### config.mk
export PLATFORM = sky130hd
export DESIGN_NAME = hsv_to_rgb_converter_top_flat
export DESIGN_NICKNAME = d
export VERILOG_FILES = /design/src/hsvc_pkg.sv /design/src/hsvc_pix_if.sv /design/src/hsvc_rgb_if.sv /design/src/hsv_to_rgb_converter_top.sv /design/src/hsvc_sector_calc.sv /design/src/hsvc_level_scale.sv /design/src/flat_wrapper.sv
export VERILOG_INCLUDE_DIRS = /design/src /design/src/src
export SDC_FILE = /design/constraint.sdc
export NUM_CORES = 1
export LEC_CHECK = 0
export BUFFER_PORTS_ARGS = -buffer_cell sky130_fd_sc_hd__buf_2
export CORE_ASPECT_RATIO = 0.8
export CORE_MARGIN = 1.5
export CORE_UTILIZATION = 42
export DETAILED_ROUTE_END_ITERATION = 8
export PLACE_DENSITY = 0.63
export SYNTH_ARGS = -nofsm -noshare
export SYNTH_HDL_FRONTEND = slang
export SYNTH_SLANG_ARGS = --single-unit
### constraint.sdc
create_clock -name clk -period 6.72 [get_ports clk]
set_input_delay 1.344 -clock clk [delete_from_list [all_inputs] [get_ports clk]]
set_output_delay 1.344 -clock clk [all_outputs]
set_load 0.05 [all_outputs]
### src/hsv_to_rgb_converter_top_defines.svh
// ----------------------------------------------------------------------------
// HSV to RGB converter assertion macros
// Shared property forms for the concurrent checks of the converter.
// ----------------------------------------------------------------------------
`ifndef HSV_TO_RGB_CONVERTER_TOP_DEFINES_SVH
`define HSV_TO_RGB_CONVERTER_TOP_DEFINES_SVH

// same-cycle implication, disabled during reset
`define HSVC_ASSERT_SAME(label, clk, rst, cond, conseq, msg) \
  label: assert property (@(posedge clk) disable iff (rst) (cond) |-> (conseq)) \
    else $error(msg);

// next-cycle implication, disabled during reset
`define HSVC_ASSERT_NEXT(label, clk, rst, cond, conseq, msg) \
  label: assert property (@(posedge clk) disable iff (rst) (cond) |=> (conseq)) \
    else $error(msg);

`endif

### src/hsvc_pkg.sv
// ----------------------------------------------------------------------------
// HSV to RGB converter package
// Field types, sector codes and the exact divide-by-255 helper.
// ----------------------------------------------------------------------------
package hsvc_pkg;

  localparam int HUE_W   = 16;
  localparam int LEVEL_W = 8;
  localparam int SECT_W  = 3;

  typedef logic [HUE_W-1:0]   hue_t;
  typedef logic [LEVEL_W-1:0] level_t;
  typedef logic [SECT_W-1:0]  sector_t;
  typedef logic [2*LEVEL_W-1:0] prod_t;

  localparam level_t LEVEL_MAX = 8'd255;

  localparam sector_t SECTOR_0 = 3'd0;
  localparam sector_t SECTOR_1 = 3'd1;
  localparam sector_t SECTOR_2 = 3'd2;
  localparam sector_t SECTOR_3 = 3'd3;
  localparam sector_t SECTOR_4 = 3'd4;
  localparam sector_t SECTOR_5 = 3'd5;

  typedef struct packed {
    hue_t   hue;
    level_t saturation;
    level_t brightness;
  } pixel_t;

  typedef struct packed {
    sector_t sector;
    level_t  fp;
    level_t  fq;
    level_t  ft;
    level_t  brightness;
  } factor_t;

  typedef struct packed {
    sector_t sector;
    level_t  p;
    level_t  q;
    level_t  t;
    level_t  brightness;
  } level_set_t;

  typedef struct packed {
    level_t red;
    level_t green;
    level_t blue;
  } rgb_t;

  // exact floor(x / 255) for x up to 255 * 255
  function automatic level_t div255(input prod_t x);
    logic [2*LEVEL_W:0] sum;
    sum = {1'b0, x} + {{(LEVEL_W+1){1'b0}}, x[2*LEVEL_W-1:LEVEL_W]} + 17'd1;
    return sum[2*LEVEL_W-1:LEVEL_W];
  endfunction

endpackage

### src/hsvc_pix_if.sv
// ----------------------------------------------------------------------------
// HSV pixel channel
// Valid/ready channel carrying one HSV pixel per item.
// ----------------------------------------------------------------------------
interface hsvc_pix_if;
  logic             valid;
  logic             ready;
  hsvc_pkg::hue_t   hue;
  hsvc_pkg::level_t saturation;
  hsvc_pkg::level_t brightness;

  modport source (output valid, output hue, output saturation, output brightness,
                  input ready);
  modport sink   (input valid, input hue, input saturation, input brightness,
                  output ready);
endinterface

### src/hsvc_rgb_if.sv
// ----------------------------------------------------------------------------
// RGB pixel channel
// Valid/ready channel carrying one RGB pixel per item.
// ----------------------------------------------------------------------------
interface hsvc_rgb_if;
  logic             valid;
  logic             ready;
  hsvc_pkg::level_t red;
  hsvc_pkg::level_t green;
  hsvc_pkg::level_t blue;

  modport source (output valid, output red, output green, output blue, input ready);
  modport sink   (input valid, input red, input green, input blue, output ready);
endinterface

### src/hsv_to_rgb_converter_top.sv
// ----------------------------------------------------------------------------
// HSV to RGB converter
// Five register stages lie between the accepting edge and the first edge
// that can take the result.
// Throughput: one pixel per cycle while rgb.ready holds; each stage loads when empty or drained.
// Stalls back up stage by stage; bubbles are squeezed out.
// Reset clears only the stage valid bits; payload registers are not reset.
// ----------------------------------------------------------------------------
`include "hsv_to_rgb_converter_top_defines.svh"

module hsv_to_rgb_converter_top (
  input  logic clk,
  input  logic rst,
  hsvc_pix_if.sink   pix,
  hsvc_rgb_if.source rgb
);
  import hsvc_pkg::*;

  pixel_t     pix_data;
  logic       fac_valid;
  logic       fac_ready;
  factor_t    fac_data;
  logic       lvl_valid;
  logic       lvl_ready;
  level_set_t lvl_data;
  rgb_t       rgb_next;
  rgb_t       rgb_data;

  assign pix_data.hue        = pix.hue;
  assign pix_data.saturation = pix.saturation;
  assign pix_data.brightness = pix.brightness;

  hsvc_sector_calc u_sector (
    .clk       (clk),
    .rst       (rst),
    .in_valid  (pix.valid),
    .in_ready  (pix.ready),
    .in_data   (pix_data),
    .out_valid (fac_valid),
    .out_ready (fac_ready),
    .out_data  (fac_data)
  );

  hsvc_level_scale u_level (
    .clk       (clk),
    .rst       (rst),
    .in_valid  (fac_valid),
    .in_ready  (fac_ready),
    .in_data   (fac_data),
    .out_valid (lvl_valid),
    .out_ready (lvl_ready),
    .out_data  (lvl_data)
  );

  assign lvl_ready = !rgb.valid || rgb.ready;

  always_comb begin
    case (lvl_data.sector)
      SECTOR_0: rgb_next = '{lvl_data.brightness, lvl_data.t, lvl_data.p};
      SECTOR_1: rgb_next = '{lvl_data.q, lvl_data.brightness, lvl_data.p};
      SECTOR_2: rgb_next = '{lvl_data.p, lvl_data.brightness, lvl_data.t};
      SECTOR_3: rgb_next = '{lvl_data.p, lvl_data.q, lvl_data.brightness};
      SECTOR_4: rgb_next = '{lvl_data.t, lvl_data.p, lvl_data.brightness};
      default:  rgb_next = '{lvl_data.brightness, lvl_data.p, lvl_data.q};
    endcase
  end

  always_ff @(posedge clk) begin
    if (rst) begin
      rgb.valid <= 1'b0;
    end else if (lvl_ready) begin
      rgb.valid <= lvl_valid;
    end
    if (lvl_ready && lvl_valid) begin
      rgb_data <= rgb_next;
    end
  end

  assign rgb.red   = rgb_data.red;
  assign rgb.green = rgb_data.green;
  assign rgb.blue  = rgb_data.blue;

  `HSVC_ASSERT_SAME(a_full_only_when_stalled, clk, rst, !pix.ready,
                    rgb.valid && !rgb.ready, "input held off without output stall")
  `HSVC_ASSERT_SAME(a_sector_range, clk, rst, lvl_valid, lvl_data.sector <= SECTOR_5,
                    "sector out of range")
  `HSVC_ASSERT_SAME(a_levels_bounded, clk, rst, lvl_valid,
                    (lvl_data.p <= lvl_data.brightness) &&
                    (lvl_data.q <= lvl_data.brightness) &&
                    (lvl_data.t <= lvl_data.brightness), "level above brightness")
  `HSVC_ASSERT_NEXT(a_result_follows, clk, rst, lvl_valid && lvl_ready, rgb.valid,
                    "result lost at output stage")

endmodule

### src/hsvc_sector_calc.sv
// ----------------------------------------------------------------------------
// HSV converter sector stages
// Two stages: split hue*6 into sector and fraction, then form the three
// scale factors 255-s, 255-(f*s>>16) and 255-((65536-f)*s>>16).
// ----------------------------------------------------------------------------
module hsvc_sector_calc (
  input  logic              clk,
  input  logic              rst,
  input  logic              in_valid,
  output logic              in_ready,
  input  hsvc_pkg::pixel_t  in_data,
  output logic              out_valid,
  input  logic              out_ready,
  output hsvc_pkg::factor_t out_data
);
  import hsvc_pkg::*;

  logic              va;
  logic              rdy_a;
  logic              rdy_b;
  sector_t           sector_a;
  hue_t              frac_a;
  level_t            sat_a;
  level_t            bri_a;
  logic [HUE_W+2:0]  scaled;
  logic [HUE_W:0]    cofrac;
  logic [HUE_W+LEVEL_W-1:0] prod_q;
  logic [HUE_W+LEVEL_W:0]   prod_t;
  factor_t           fac_next;

  assign rdy_b    = !out_valid || out_ready;
  assign rdy_a    = !va || rdy_b;
  assign in_ready = rdy_a;

  assign scaled = {1'b0, in_data.hue, 2'b00} + {2'b00, in_data.hue, 1'b0};

  always_ff @(posedge clk) begin
    if (rst) begin
      va <= 1'b0;
    end else if (rdy_a) begin
      va <= in_valid;
    end
    if (rdy_a && in_valid) begin
      sector_a <= scaled[HUE_W+SECT_W-1:HUE_W];
      frac_a   <= scaled[HUE_W-1:0];
      sat_a    <= in_data.saturation;
      bri_a    <= in_data.brightness;
    end
  end

  assign cofrac = {1'b1, {HUE_W{1'b0}}} - {1'b0, frac_a};
  assign prod_q = frac_a * sat_a;
  assign prod_t = cofrac * sat_a;

  always_comb begin
    fac_next.sector     = sector_a;
    fac_next.fp         = LEVEL_MAX - sat_a;
    fac_next.fq         = LEVEL_MAX - prod_q[HUE_W+LEVEL_W-1:HUE_W];
    fac_next.ft         = LEVEL_MAX - prod_t[HUE_W+LEVEL_W-1:HUE_W];
    fac_next.brightness = bri_a;
  end

  always_ff @(posedge clk) begin
    if (rst) begin
      out_valid <= 1'b0;
    end else if (rdy_b) begin
      out_valid <= va;
    end
    if (rdy_b && va) begin
      out_data <= fac_next;
    end
  end

endmodule

### src/hsvc_level_scale.sv
// ----------------------------------------------------------------------------
// HSV converter level stages
// Two stages: multiply brightness by each factor, then divide by 255.
// ----------------------------------------------------------------------------
module hsvc_level_scale (
  input  logic                 clk,
  input  logic                 rst,
  input  logic                 in_valid,
  output logic                 in_ready,
  input  hsvc_pkg::factor_t    in_data,
  output logic                 out_valid,
  input  logic                 out_ready,
  output hsvc_pkg::level_set_t out_data
);
  import hsvc_pkg::*;

  logic    vc;
  logic    rdy_c;
  logic    rdy_d;
  sector_t sector_c;
  level_t  bri_c;
  prod_t   prod_p;
  prod_t   prod_q;
  prod_t   prod_t_c;

  assign rdy_d    = !out_valid || out_ready;
  assign rdy_c    = !vc || rdy_d;
  assign in_ready = rdy_c;

  always_ff @(posedge clk) begin
    if (rst) begin
      vc <= 1'b0;
    end else if (rdy_c) begin
      vc <= in_valid;
    end
    if (rdy_c && in_valid) begin
      sector_c <= in_data.sector;
      bri_c    <= in_data.brightness;
      prod_p   <= in_data.brightness * in_data.fp;
      prod_q   <= in_data.brightness * in_data.fq;
      prod_t_c <= in_data.brightness * in_data.ft;
    end
  end

  always_ff @(posedge clk) begin
    if (rst) begin
      out_valid <= 1'b0;
    end else if (rdy_d) begin
      out_valid <= vc;
    end
    if (rdy_d && vc) begin
      out_data.sector     <= sector_c;
      out_data.p          <= div255(prod_p);
      out_data.q          <= div255(prod_q);
      out_data.t          <= div255(prod_t_c);
      out_data.brightness <= bri_c;
    end
  end

endmodule
### src/flat_wrapper.sv
// flat-port wrapper written by rule: the top's interface ports become plain ports
module hsv_to_rgb_converter_top_flat import hsvc_pkg::*;
  (clk, rst, pix_valid, pix_hue, pix_saturation, pix_brightness, pix_ready, rgb_valid, rgb_red, rgb_green, rgb_blue, rgb_ready);
  hsvc_pix_if pix_i ();
  hsvc_rgb_if rgb_i ();
  input  logic clk;
  input  logic rst;
  input wire logic [$bits(pix_i.valid)-1:0] pix_valid;
  input wire logic [$bits(pix_i.hue)-1:0] pix_hue;
  input wire logic [$bits(pix_i.saturation)-1:0] pix_saturation;
  input wire logic [$bits(pix_i.brightness)-1:0] pix_brightness;
  output wire logic [$bits(pix_i.ready)-1:0] pix_ready;
  output wire logic [$bits(rgb_i.valid)-1:0] rgb_valid;
  output wire logic [$bits(rgb_i.red)-1:0] rgb_red;
  output wire logic [$bits(rgb_i.green)-1:0] rgb_green;
  output wire logic [$bits(rgb_i.blue)-1:0] rgb_blue;
  input wire logic [$bits(rgb_i.ready)-1:0] rgb_ready;
  assign pix_i.valid = pix_valid;
  assign pix_i.hue = pix_hue;
  assign pix_i.saturation = pix_saturation;
  assign pix_i.brightness = pix_brightness;
  assign pix_ready = pix_i.ready;
  assign rgb_valid = rgb_i.valid;
  assign rgb_red = rgb_i.red;
  assign rgb_green = rgb_i.green;
  assign rgb_blue = rgb_i.blue;
  assign rgb_i.ready = rgb_ready;
  hsv_to_rgb_converter_top u_core (.clk(clk), .rst(rst), .pix(pix_i), .rgb(rgb_i));
endmodule
==> impl_metrics.json, run 1 <==
{
  "crit_path_top_delay_cell": "sky130_fd_sc_hd__fa_1",
  "die_x_extent_um": 256,
  "antenna_found_initial": 0,
  "routedWlPerCell_um": 16.1,
  "ranking_of_synthesized_cells_by_instance_count": "332 x sky130_fd_sc_hd__inv_1, 268 x sky130_fd_sc_hd__fa_1, 244 x sky130_fd_sc_hd__and2_1, 226 x sky130_fd_sc_hd__ha_1, 207 x sky130_fd_sc_hd__nand2_1",
  "cts_inserted_buffers": 17,
  "synth_top_area_cell": "sky130_fd_sc_hd__edfxtp_1",
  "finalHoldViolations": 0,
  "status": "complete, no violations",
  "floorplan.die_area_um2": 52700,
  "max_slew_margin_pct": 21.3,
  "power.clock.fraction_pct": 8.8,
  "most_frequent_cell_on_the_critical_path": "sky130_fd_sc_hd__fa_1",
  "synthCells": 2132,
  "rsz_0062_raised_after_global_routing": "false",
  "synth_async_sr_flop_share_pct": 0,
  "critPathCaptureType": "flip-flop",
  "post-place-cells": 2829,
  "netlist.area_leader.share_pct": 26.0,
  "vdd_ir_drop_max_v": 0.000527,
  "crit_required_ns": 6.97,
  "hold_class": "reg -> reg",
  "startpoint_type": "flip-flop",
  "std_cell_rows": 74,
  "tritoncts": "done",
  "grt_pass1_vias": 15600,
  "drt_drc_violations_left": 0,
  "die_h_um": 206,
  "ys_types": 67,
  "power_per_cell_area_nw_per_um2": 519,
  "setup-violations-final": 0,
  "via_count": 14600,
  "post-route-cell-area_um2": 23400,
  "antenna_violating_nets_post_route": 0,
  "yosys-top-cells-area": "sky130_fd_sc_hd__edfxtp_1 26%, sky130_fd_sc_hd__fa_1 25%, sky130_fd_sc_hd__ha_1 13%",
  "timing.clock.skew_ns": 0.0181,
  "sequentialPowerShare_pct": 18.8,
  "synth_ff_type": "sky130_fd_sc_hd__edfxtp_1",
  "htree_levels": 4,
  "cell_internal_pwr_mw": 6.39,
  "grt_max_degree": 59,
  "power_switching_mw": 5.72,
  "grt_pass1_wl_um": 78300,
  "detailed_place.area_um2": 22700,
  "num_io_pins": 62,
  "path_class": "reg -> reg",
  "placement.io_buffers": 61,
  "timing.final.crit_period_ns": 6.24,
  "design.final.nets": 2694,
  "postCtsHoldBufs": 0,
  "fillCellCount": 4718,
  "grt_use_total_pct": 18.6,
  "final_min_period_over_clock_period_pct": 92.8,
  "final_global_route_overflow_total": 0,
  "max_freq_ghz": 0.160,
  "post-dp-hpwl_um": 35700,
  "num_antenna_cells": 0,
  "post_layout_nonfiller_instances": 2861,
  "drv_slew": 0,
  "clock_transition_at_the_register_clock_pins_on_the_worst_setup_and_hold_paths_after_cts_ns": 0.09,
  "crit_fanout": 8,
  "drive_above_1_share_pct": 6.80,
  "core_area_um2": 50900,
  "power.static_leakage_nw": 10.5,
  "avgSynthCellArea_um2": 10.1,
  "drv.max_cap_violation_count": 0,
  "max_stage_delay_on_crit_path_ns": 0.51,
  "via_per_inst": 5.11,
  "post-synth-top-count-cell": "sky130_fd_sc_hd__inv_1",
  "synthesis.nets": 2662,
  "share_comb_of_total_power_pct": 72.3,
  "worst_slew_pin_slew_ns": 1.18,
  "clock_tree.root_cell": "sky130_fd_sc_hd__clkbuf_16",
  "ffs_latches_synth": 192,
  "sw_frac_of_total_pct": 47.2,
  "clock_sink_count": 192,
  "start_util_pct": 42.4,
  "detail_route.first_pass.iterations": 5,
  "total_power_mw": 12.1,
  "gpl.final_weighted_congestion": 0.818,
  "final_core_utilization_pct": 45.9,
  "detailed_route_iter0_violations": 807,
  "cp_cell_sequence": "inv_1 > ha_1 > nand2b_1 > or3_1 > or3_4 > nor2_1 > xnor2_1 > and2_1 > fa_1 > fa_1 > fa_1 > inv_1 > fa_1 > inv_1 > ha_1 > a21oi_1 > o21ai_0 > a221o_1 > a31oi_1 > o21bai_1 > a21oi_1 > xor2_1",
  "flow.area_growth_from_synthesis_pct": 8.26,
  "ys_seq_area_share_pct": 26.5,
  "insertion_delay_ns": 0.49,
  "number_of_enable_flip_flop_cells_after_synthesis": 187,
  "worst-endpoint-arrival_ns": 6.48,
  "post_synth_instance_area_um2": 21600,
  "clk_path_buf_depth": 2,
  "synth.yosys.warnings": 0,
  "detail_route.wirelength_um": 46200,
  "tns_ns": 0
}
==> critical path: cells and delay by family (launching register included) <==
family	cells	cell delay, ns
xor gates and xnor gates	2	0.38
DFF	1	0.50
buffers and inverters	3	0.29
adders and majority gates	6	2.42
AOI/OAI and AO/OA	6	1.14
and+or+nand+nor	5	1.27
==> cells by family (layout without fill, tap and decap cells) <==
group                    count (synthesis)  count (layout)  synth area share [%]
AO/OA/AOI/OAI                          237             237                  7.06
multiplexers                            33              33                  1.58
adder cells (fa/ha/maj)                494             494                  38.0
XOR/XNOR                                95              95                  3.86
AND/OR/NAND/NOR                        677             677                  16.0
buffers and inverters                  404             449                  7.03
flip-flops                             192             192                  26.5
==> worst paths after layout <==
path,startpoint,to,slack [ns],cells after the start
worst max-delay path,u_core.u_sector.frac_a[2]$_DFFE_PP_,u_core.u_sector.out_data[10]$_DFFE_PP_,0.48,22
worst max register to register,u_core.u_sector.frac_a[2]$_DFFE_PP_,u_core.u_sector.out_data[10]$_DFFE_PP_,0.48,22
worst min register to register,u_core.u_level.sector_c[1]$_DFFE_PP_,u_core.u_level.out_data[33]$_DFFE_PP_,0.41,0
worst min-delay path,u_core.u_level.sector_c[1]$_DFFE_PP_,u_core.u_level.out_data[33]$_DFFE_PP_,0.41,0
==> sequential cells by signal, indices dropped and copies added (netlist names), 3 cells and up <==
register and flops:
u_core.u_level.prod_p 16, u_core.u_level.bri_c 8, u_core.u_level.out_data 35, u_core.rgb.red 8
u_core.rgb.green 8, u_core.u_sector.bri_a 8, u_core.u_sector.out_data 35, u_core.rgb.blue 8
u_core.u_sector.sat_a 8, u_core.u_sector.frac_a 15, u_core.u_sector.sector_a 3, u_core.u_level.prod_q 16
u_core.u_level.prod_t_c 16, u_core.u_level.sector_c 3
==> final cells by class <==
type / count / area (um2) / area share (%)
sequential: 192 / 5720 / 24.5
clock buffer: 17 / 425 / 1.82
clock inverter: 15 / 195 / 0.836
tap: 684 / 856 / 3.66
multi-input combinational: 1536 / 14400 / 61.8
timing repair buffer: 85 / 485 / 2.08
inverter: 332 / 1250 / 5.34
==> layout by cell type, fill, tap and decap left out, types with 27 or more instances in the layout <==
cell type and n:
sky130_fd_sc_hd__inv_1 332, sky130_fd_sc_hd__fa_1 268, sky130_fd_sc_hd__and2_1 243, sky130_fd_sc_hd__ha_1 226
sky130_fd_sc_hd__nand2_1 207, sky130_fd_sc_hd__edfxtp_1 187, sky130_fd_sc_hd__nor2_1 104, sky130_fd_sc_hd__a21oi_1 91
sky130_fd_sc_hd__xnor2_1 71, sky130_fd_sc_hd__buf_2 61, sky130_fd_sc_hd__o21ai_0 48, sky130_fd_sc_hd__nand3_1 27
==> metrics by stage <==
stage | worst slack [ns] | hold WS, ns
floorplan | 0.144 | 0.400
global placement | 0.538 | 0.401
detailed placement | 0.388 | 0.405
CTS | 0.369 | 0.410
global route | 0.0647 | 0.412
finish | 0.483 | 0.413
==> repair_timing <==
item / in CTS / in global routing
buffers inserted: 0 / 0
resized for setup: 0 / 8
setup endpoints to repair: 0 / 3
==> power groups by stage <==
stage               logic [mW]  registers, mW  clock network (mW)
global route              10.2           2.31                1.14
floorplan                 6.93           2.14                   0
finish                    8.76           2.28                1.07
detailed placement        8.75           2.30                   0
global placement          8.52           2.30                   0
CTS                       8.85           2.28                1.11
==> layer usage <==
| layer | share of wire (%) | wire (um) | track usage [%] | vias up |
|---|---|---|---|---|
| li1 | - | - | - | 7005 |
| met1 | 48 | 22300 | 25.8 | 7238 |
| met2 | 45 | 20800 | 30.1 | 342 |
| met3 | 5.3 | 2470 | 3.38 | 47 |
| met4 | 1.4 | 644 | 4.75 | 0 |
| met5 | 0 | 0 | 0 | - |
No activity file was read; power rests on OpenSTA's default activity.
==> run 2: changes to the inputs <==
--- a/config.mk
+++ b/config.mk
@@ -9,9 +9,9 @@
 export BUFFER_PORTS_ARGS = -buffer_cell sky130_fd_sc_hd__buf_2
 export CORE_ASPECT_RATIO = 0.8
 export CORE_MARGIN = 1.5
-export CORE_UTILIZATION = 42
+export CORE_UTILIZATION = 59
 export DETAILED_ROUTE_END_ITERATION = 8
-export PLACE_DENSITY = 0.63
+export PLACE_DENSITY = 0.82
 export SYNTH_ARGS = -nofsm -noshare
 export SYNTH_HDL_FRONTEND = slang
 export SYNTH_SLANG_ARGS = --single-unit
==> impl_metrics.json, run 2 (same netlist as run 1, synthesis figures left out) <==
{
  "status": "complete, no violations",
  "flow.area_growth_from_synthesis_pct": 6.50,
  "drv_slew": 0,
  "htree_levels": 4,
  "worst-endpoint-arrival_ns": 6.63,
  "most_frequent_cell_on_the_critical_path": "sky130_fd_sc_hd__fa_1",
  "clk_path_buf_depth": 2,
  "die_h_um": 174,
  "gpl.final_weighted_congestion": 0.869,
  "critPathCaptureType": "flip-flop",
  "max_slew_margin_pct": 23.2,
  "worst_path_dominant_cell_family": "adder cells",
  "num_antenna_cells": 0,
  "die_x_extent_um": 217,
  "design.final.nets": 2689,
  "total_power_mw": 12.1,
  "regs_by_ff_count": "u_core.u_level.out_data x35, u_core.u_sector.out_data x35",
  "placement.io_buffers": 61,
  "tns_ns": 0,
  "rsz_0062_raised_after_global_routing": "false",
  "start_util_pct": 59.9,
  "grt_pass1_vias": 15800,
  "clock_transition_at_the_register_clock_pins_on_the_worst_setup_and_hold_paths_after_cts_ns": 0.10,
  "setup-violations-final": 0,
  "final_min_period_over_clock_period_pct": 95.4,
  "timing.clock.skew_ns": 0.0231,
  "grt_max_degree": 60,
  "max_stage_delay_on_crit_path_ns": 0.51,
  "drv.max_cap_violation_count": 0,
  "crit_path_top_delay_cell": "sky130_fd_sc_hd__fa_1",
  "drive_above_1_share_pct": 6.35,
  "most_common_cell_after_layout_fill_and_taps_aside": "sky130_fd_sc_hd__inv_1",
  "vdd_ir_drop_max_v": 0.000591,
  "tritoncts": "done",
  "crit_buf_inv": 3,
  "power_per_cell_area_nw_per_um2": 525,
  "via_per_inst": 5.67,
  "insertion_delay_ns": 0.47,
  "drt_drc_violations_left": 0,
  "cts_inserted_buffers": 17,
  "sw_frac_of_total_pct": 47.1,
  "detailed_route_iter0_violations": 1069,
  "cell_internal_pwr_mw": 6.38,
  "post_layout_nonfiller_instances": 2652,
  "r2r_cells": 22,
  "cp_cell_sequence": "inv_1 > ha_1 > nand2b_1 > or3_1 > or3_1 > nor4_2 > xnor2_2 > and2_1 > fa_1 > fa_1 > fa_1 > inv_1 > fa_1 > inv_1 > ha_1 > a21oi_1 > o21ai_0 > a221o_1 > a31oi_1 > o21bai_1 > a21oi_1 > xor2_1",
  "hold_depth": 0,
  "via_count": 15000,
  "final_core_utilization_pct": 63.8,
  "routedWlPerCell_um": 17.0,
  "num_io_pins": 62,
  "clock_sink_count": 192,
  "core_area_um2": 36000,
  "power.static_leakage_nw": 10.4,
  "finalHoldViolations": 0,
  "power_switching_mw": 5.69,
  "critical_path_depth": 22,
  "antenna_violating_nets_post_route": 0,
  "path_class": "reg -> reg",
  "fillCellCount": 2723,
  "timing.final.crit_period_ns": 6.41,
  "post-place-cells": 2620,
  "most_used_cells_in_the_layout_excluding_fill_and_tap_cells": "332 x sky130_fd_sc_hd__inv_1, 268 x sky130_fd_sc_hd__fa_1, 243 x sky130_fd_sc_hd__and2_1, 226 x sky130_fd_sc_hd__ha_1, 207 x sky130_fd_sc_hd__nand2_1",
  "antenna_found_initial": 0,
  "sequentialPowerShare_pct": 19.0,
  "detail_route.first_pass.iterations": 6,
  "hold_slack_ns": 0.419,
  "max_freq_ghz": 0.156,
  "post_cts.repair.setup_buffers": 0,
  "final_global_route_overflow_total": 0,
  "grt_pass1_wl_um": 76800,
  "post-dp-hpwl_um": 34500,
  "std_cell_rows": 62,
  "crit_required_ns": 6.94,
  "floorplan.die_area_um2": 37700,
  "power.clock.fraction_pct": 8.2,
  "crit_fanout": 8,
  "share_comb_of_total_power_pct": 72.8,
  "grt_use_total_pct": 25.5,
  "hold_class": "reg -> reg",
  "worst_slew_pin_slew_ns": 1.15,
  "startpoint_type": "flip-flop",
  "clock_tree.root_cell": "sky130_fd_sc_hd__clkbuf_16",
  "detail_route.wirelength_um": 45000
}
run 2: final cells by class:
cell class | count | area (um2) | area share (%)
timing repair buffer | 80 | 448 | 1.95
inverter | 332 | 1250 | 5.42
sequential | 192 | 5720 | 24.9
clock buffer | 20 | 437 | 1.90
clock inverter | 12 | 121 | 0.528
tap | 480 | 601 | 2.61
multi-input combinational | 1536 | 14400 | 62.7
run 2: per-stage QoR:
step / area (um2) / worst slack [ns]
after floorplan: 21600 / 0.144
after global placement: 22400 / 0.595
after detailed placement: 22400 / 0.340
after CTS: 22900 / 0.316
after global routing: 23000 / 0.0175
final: 23000 / 0.311
run 2: worst reg2reg max path, delay by kind of cell (launching register included):
family	cells	cell delay [ns]
compound gates	6	1.21
fa+ha+maj	6	2.49
xor+xnor	2	0.27
flops	1	0.47
buf+inv	3	0.30
simple gates	5	1.41
run 2: routing by layer:
layer  wire, um  vias up  GRT usage [%]
met5          0        -              0
met4        890        0           7.32
met3       2800       75           4.23
met2      21300      502           41.9
met1      20000     7467           35.1
li1           -     6996              -
run 2: timing repair:
action / in CTS / in global routing
gates resized for setup: 0 / 5
hold endpoints to repair: 0 / 0
endpoints found under the setup margin: 0 / 2
hold buffers: 0 / 0
run 2: path summary, 6_finish.rpt:
kind	startpoint	end	slack [ns]
setup / recovery	u_core.u_sector.frac_a[2]$_DFFE_PP_	u_core.u_sector.out_data[10]$_DFFE_PP_	0.31
hold / removal	u_core.u_sector.bri_a[1]$_DFFE_PP_	u_core.u_sector.out_data[1]$_DFFE_PP_	0.42
setup reg to reg	u_core.u_sector.frac_a[2]$_DFFE_PP_	u_core.u_sector.out_data[10]$_DFFE_PP_	0.31
hold reg to reg	u_core.u_sector.bri_a[1]$_DFFE_PP_	u_core.u_sector.out_data[1]$_DFFE_PP_	0.42
run 2: power groups by stage:
stage	sequential, mW	clock, mW	combinational, mW
finish	2.29	0.992	8.78
global route	2.32	1.04	10.1
CTS	2.28	1.01	8.81
detailed placement	2.31	0	8.66
global placement	2.29	0	8.31
floorplan	2.14	0	6.93
==> run 3: changes to the inputs <==
--- a/config.mk
+++ b/config.mk
@@ -7,10 +7,13 @@
 export NUM_CORES = 1
 export LEC_CHECK = 0
 export BUFFER_PORTS_ARGS = -buffer_cell sky130_fd_sc_hd__buf_2
+export CELL_PAD_IN_SITES_DETAIL_PLACEMENT = 0
+export CELL_PAD_IN_SITES_GLOBAL_PLACEMENT = 1
 export CORE_ASPECT_RATIO = 0.8
 export CORE_MARGIN = 1.5
-export CORE_UTILIZATION = 59
+export CORE_UTILIZATION = 47
 export DETAILED_ROUTE_END_ITERATION = 8
+export GPL_ROUTABILITY_DRIVEN = 0
 export PLACE_DENSITY = 0.82
 export SYNTH_ARGS = -nofsm -noshare
 export SYNTH_HDL_FRONTEND = slang
==> impl_metrics.json, run 3 (same netlist as run 1, synthesis figures left out) <==
{
  "die_h_um": 195,
  "vdd_ir_drop_max_v": 0.000396,
  "startpoint_type": "flip-flop",
  "postCtsHoldBufs": 0,
  "timing.reg2reg.setup_slack_ns": 0.42,
  "path_class": "reg -> reg",
  "detail_route.wirelength_um": 45000,
  "antenna_found_initial": 0,
  "regs_by_ff_count": "u_core.u_level.out_data x35, u_core.u_sector.out_data x35",
  "start_util_pct": 47.4,
  "total_power_mw": 12.0,
  "htree_levels": 4,
  "crit_required_ns": 6.95,
  "num_io_pins": 62,
  "insertion_delay_ns": 0.47,
  "power.static_leakage_nw": 10.4,
  "drv.max_cap_violation_count": 0,
  "detailed_route_iter0_violations": 866,
  "worst-endpoint-arrival_ns": 6.53,
  "detailed_place.area_um2": 22600,
  "std_cell_rows": 70,
  "timing.clock.skew_ns": 0.0118,
  "tritoncts": "done",
  "rsz_0062_raised_after_global_routing": "false",
  "placement.io_buffers": 61,
  "via_per_inst": 5.25,
  "grt_max_degree": 60,
  "post-dp-hpwl_um": 35100,
  "post-route-cell-area_um2": 23200,
  "ff_latch_area_um2": 5720,
  "critPathCaptureType": "flip-flop",
  "cts_repair_resize_count": 0,
  "via_count": 14600,
  "timing.final.crit_period_ns": 6.30,
  "cts_inserted_buffers": 17,
  "core_area_um2": 45500,
  "detail_route.first_pass.iterations": 5,
  "max_freq_ghz": 0.159,
  "clock_sink_count": 192,
  "clock_transition_at_the_register_clock_pins_on_the_worst_setup_and_hold_paths_after_cts_ns": 0.08,
  "final_min_period_over_clock_period_pct": 93.7,
  "final_global_route_overflow_total": 0,
  "setup-violations-final": 0,
  "drv_slew": 0,
  "drive_above_1_share_pct": 6.71,
  "clock_tree.root_cell": "sky130_fd_sc_hd__clkbuf_16",
  "worst_slew_pin_slew_ns": 1.21,
  "finalHoldViolations": 0,
  "fillCellCount": 4129,
  "flow.area_growth_from_synthesis_pct": 7.64,
  "status": "complete, no violations",
  "most_common_cell_after_layout_fill_and_taps_aside": "sky130_fd_sc_hd__inv_1",
  "drt_drc_violations_left": 0,
  "hold_class": "reg -> reg",
  "design.final.nets": 2692,
  "floorplan.die_area_um2": 47200,
  "routedWlPerCell_um": 16.1,
  "die_x_extent_um": 243,
  "clk_path_buf_depth": 2,
  "tns_ns": 0,
  "max_slew_margin_pct": 19.6,
  "most_used_cells_in_the_layout_excluding_fill_and_tap_cells": "332 x sky130_fd_sc_hd__inv_1, 268 x sky130_fd_sc_hd__fa_1, 243 x sky130_fd_sc_hd__and2_1, 226 x sky130_fd_sc_hd__ha_1, 207 x sky130_fd_sc_hd__nand2_1",
  "grt_use_total_pct": 20.3,
  "multi_input_comb_area_um2": 14400,
  "post_cts.repair.setup_buffers": 0,
  "antenna_violating_nets_post_route": 0,
  "grt_pass1_wl_um": 76600,
  "power_per_cell_area_nw_per_um2": 519,
  "grt_pass1_vias": 15300,
  "crit_fanout": 8,
  "num_antenna_cells": 0,
  "final_core_utilization_pct": 51.0
}
[run 3: cell count changes in the layout (fill, tap and decap cells not counted), sizes merged]
cell      change
buf           +3
clkbuf        -3
clkinvlp      +3
[run 3: worst paths after layout]
path	start	endpoint	cells past startpoint
worst max register to register	u_core.u_sector.frac_a[1]$_DFFE_PP_	u_core.u_sector.out_data[10]$_DFFE_PP_	22
worst min register to register	u_core.u_level.bri_c[0]$_DFFE_PP_	u_core.u_level.out_data[0]$_DFFE_PP_	0
worst min-delay path	u_core.u_level.bri_c[0]$_DFFE_PP_	u_core.u_level.out_data[0]$_DFFE_PP_	0
worst max-delay path	u_core.u_sector.frac_a[1]$_DFFE_PP_	u_core.u_sector.out_data[10]$_DFFE_PP_	22
[run 3: through the flow]
stage | cells | setup WS, ns | hold WS [ns]
after floorplan | 2132 | 0.144 | 0.400
after global placement | 2755 | 0.541 | 0.401
after detailed placement | 2755 | 0.414 | 0.405
after CTS | 2787 | 0.397 | 0.418
after global routing | 2787 | 0.0354 | 0.427
final | 2787 | 0.422 | 0.418
[run 3: layer usage]
metal	share of wire (%)	GRT usage [%]	wire [um]	vias up
met3	5.2	3.85	2360	39
met4	1.4	4.93	629	0
met2	45	32.4	20300	298
met1	48	28.5	21700	7273
li1	-	-	-	7013
met5	0	0	0	-
[run 3: power by group]
group          switching [mW]  internal [mW]  total [mW]
clock                   0.543          0.502        1.04
sequential              0.323           1.97        2.30
combinational            4.78           3.92        8.70
total                    5.64           6.40        12.0
[run 3: final cells by class]
cell class	count	area share, %
Clock buffer	17	1.83
Clock inverter	15	0.749
Inverter	332	5.37
Multi-Input combinational cell	1536	62.1
Sequential cell	192	24.6
Tap cell	612	3.30
Timing Repair Buffer	83	2.03
[run 3: worst max-delay path, stage by stage (launching register included)]
cell	delay [ns]
sky130_fd_sc_hd__edfxtp_1	0.47
sky130_fd_sc_hd__inv_1	0.19
sky130_fd_sc_hd__ha_1	0.21
sky130_fd_sc_hd__nand2b_1	0.07
sky130_fd_sc_hd__or3_1	0.40
sky130_fd_sc_hd__or3_1	0.45
sky130_fd_sc_hd__nor4_2	0.26
sky130_fd_sc_hd__xnor2_2	0.19
sky130_fd_sc_hd__and2_1	0.22
sky130_fd_sc_hd__fa_1	0.50
sky130_fd_sc_hd__fa_1	0.50
sky130_fd_sc_hd__fa_1	0.49
sky130_fd_sc_hd__inv_1	0.05
sky130_fd_sc_hd__fa_1	0.48
sky130_fd_sc_hd__inv_1	0.05
sky130_fd_sc_hd__ha_1	0.29
sky130_fd_sc_hd__a21oi_1	0.16
sky130_fd_sc_hd__o21ai_0	0.11
sky130_fd_sc_hd__a221o_1	0.35
sky130_fd_sc_hd__a31oi_1	0.23
sky130_fd_sc_hd__o21bai_1	0.13
sky130_fd_sc_hd__a21oi_1	0.18
sky130_fd_sc_hd__xor2_1	0.08
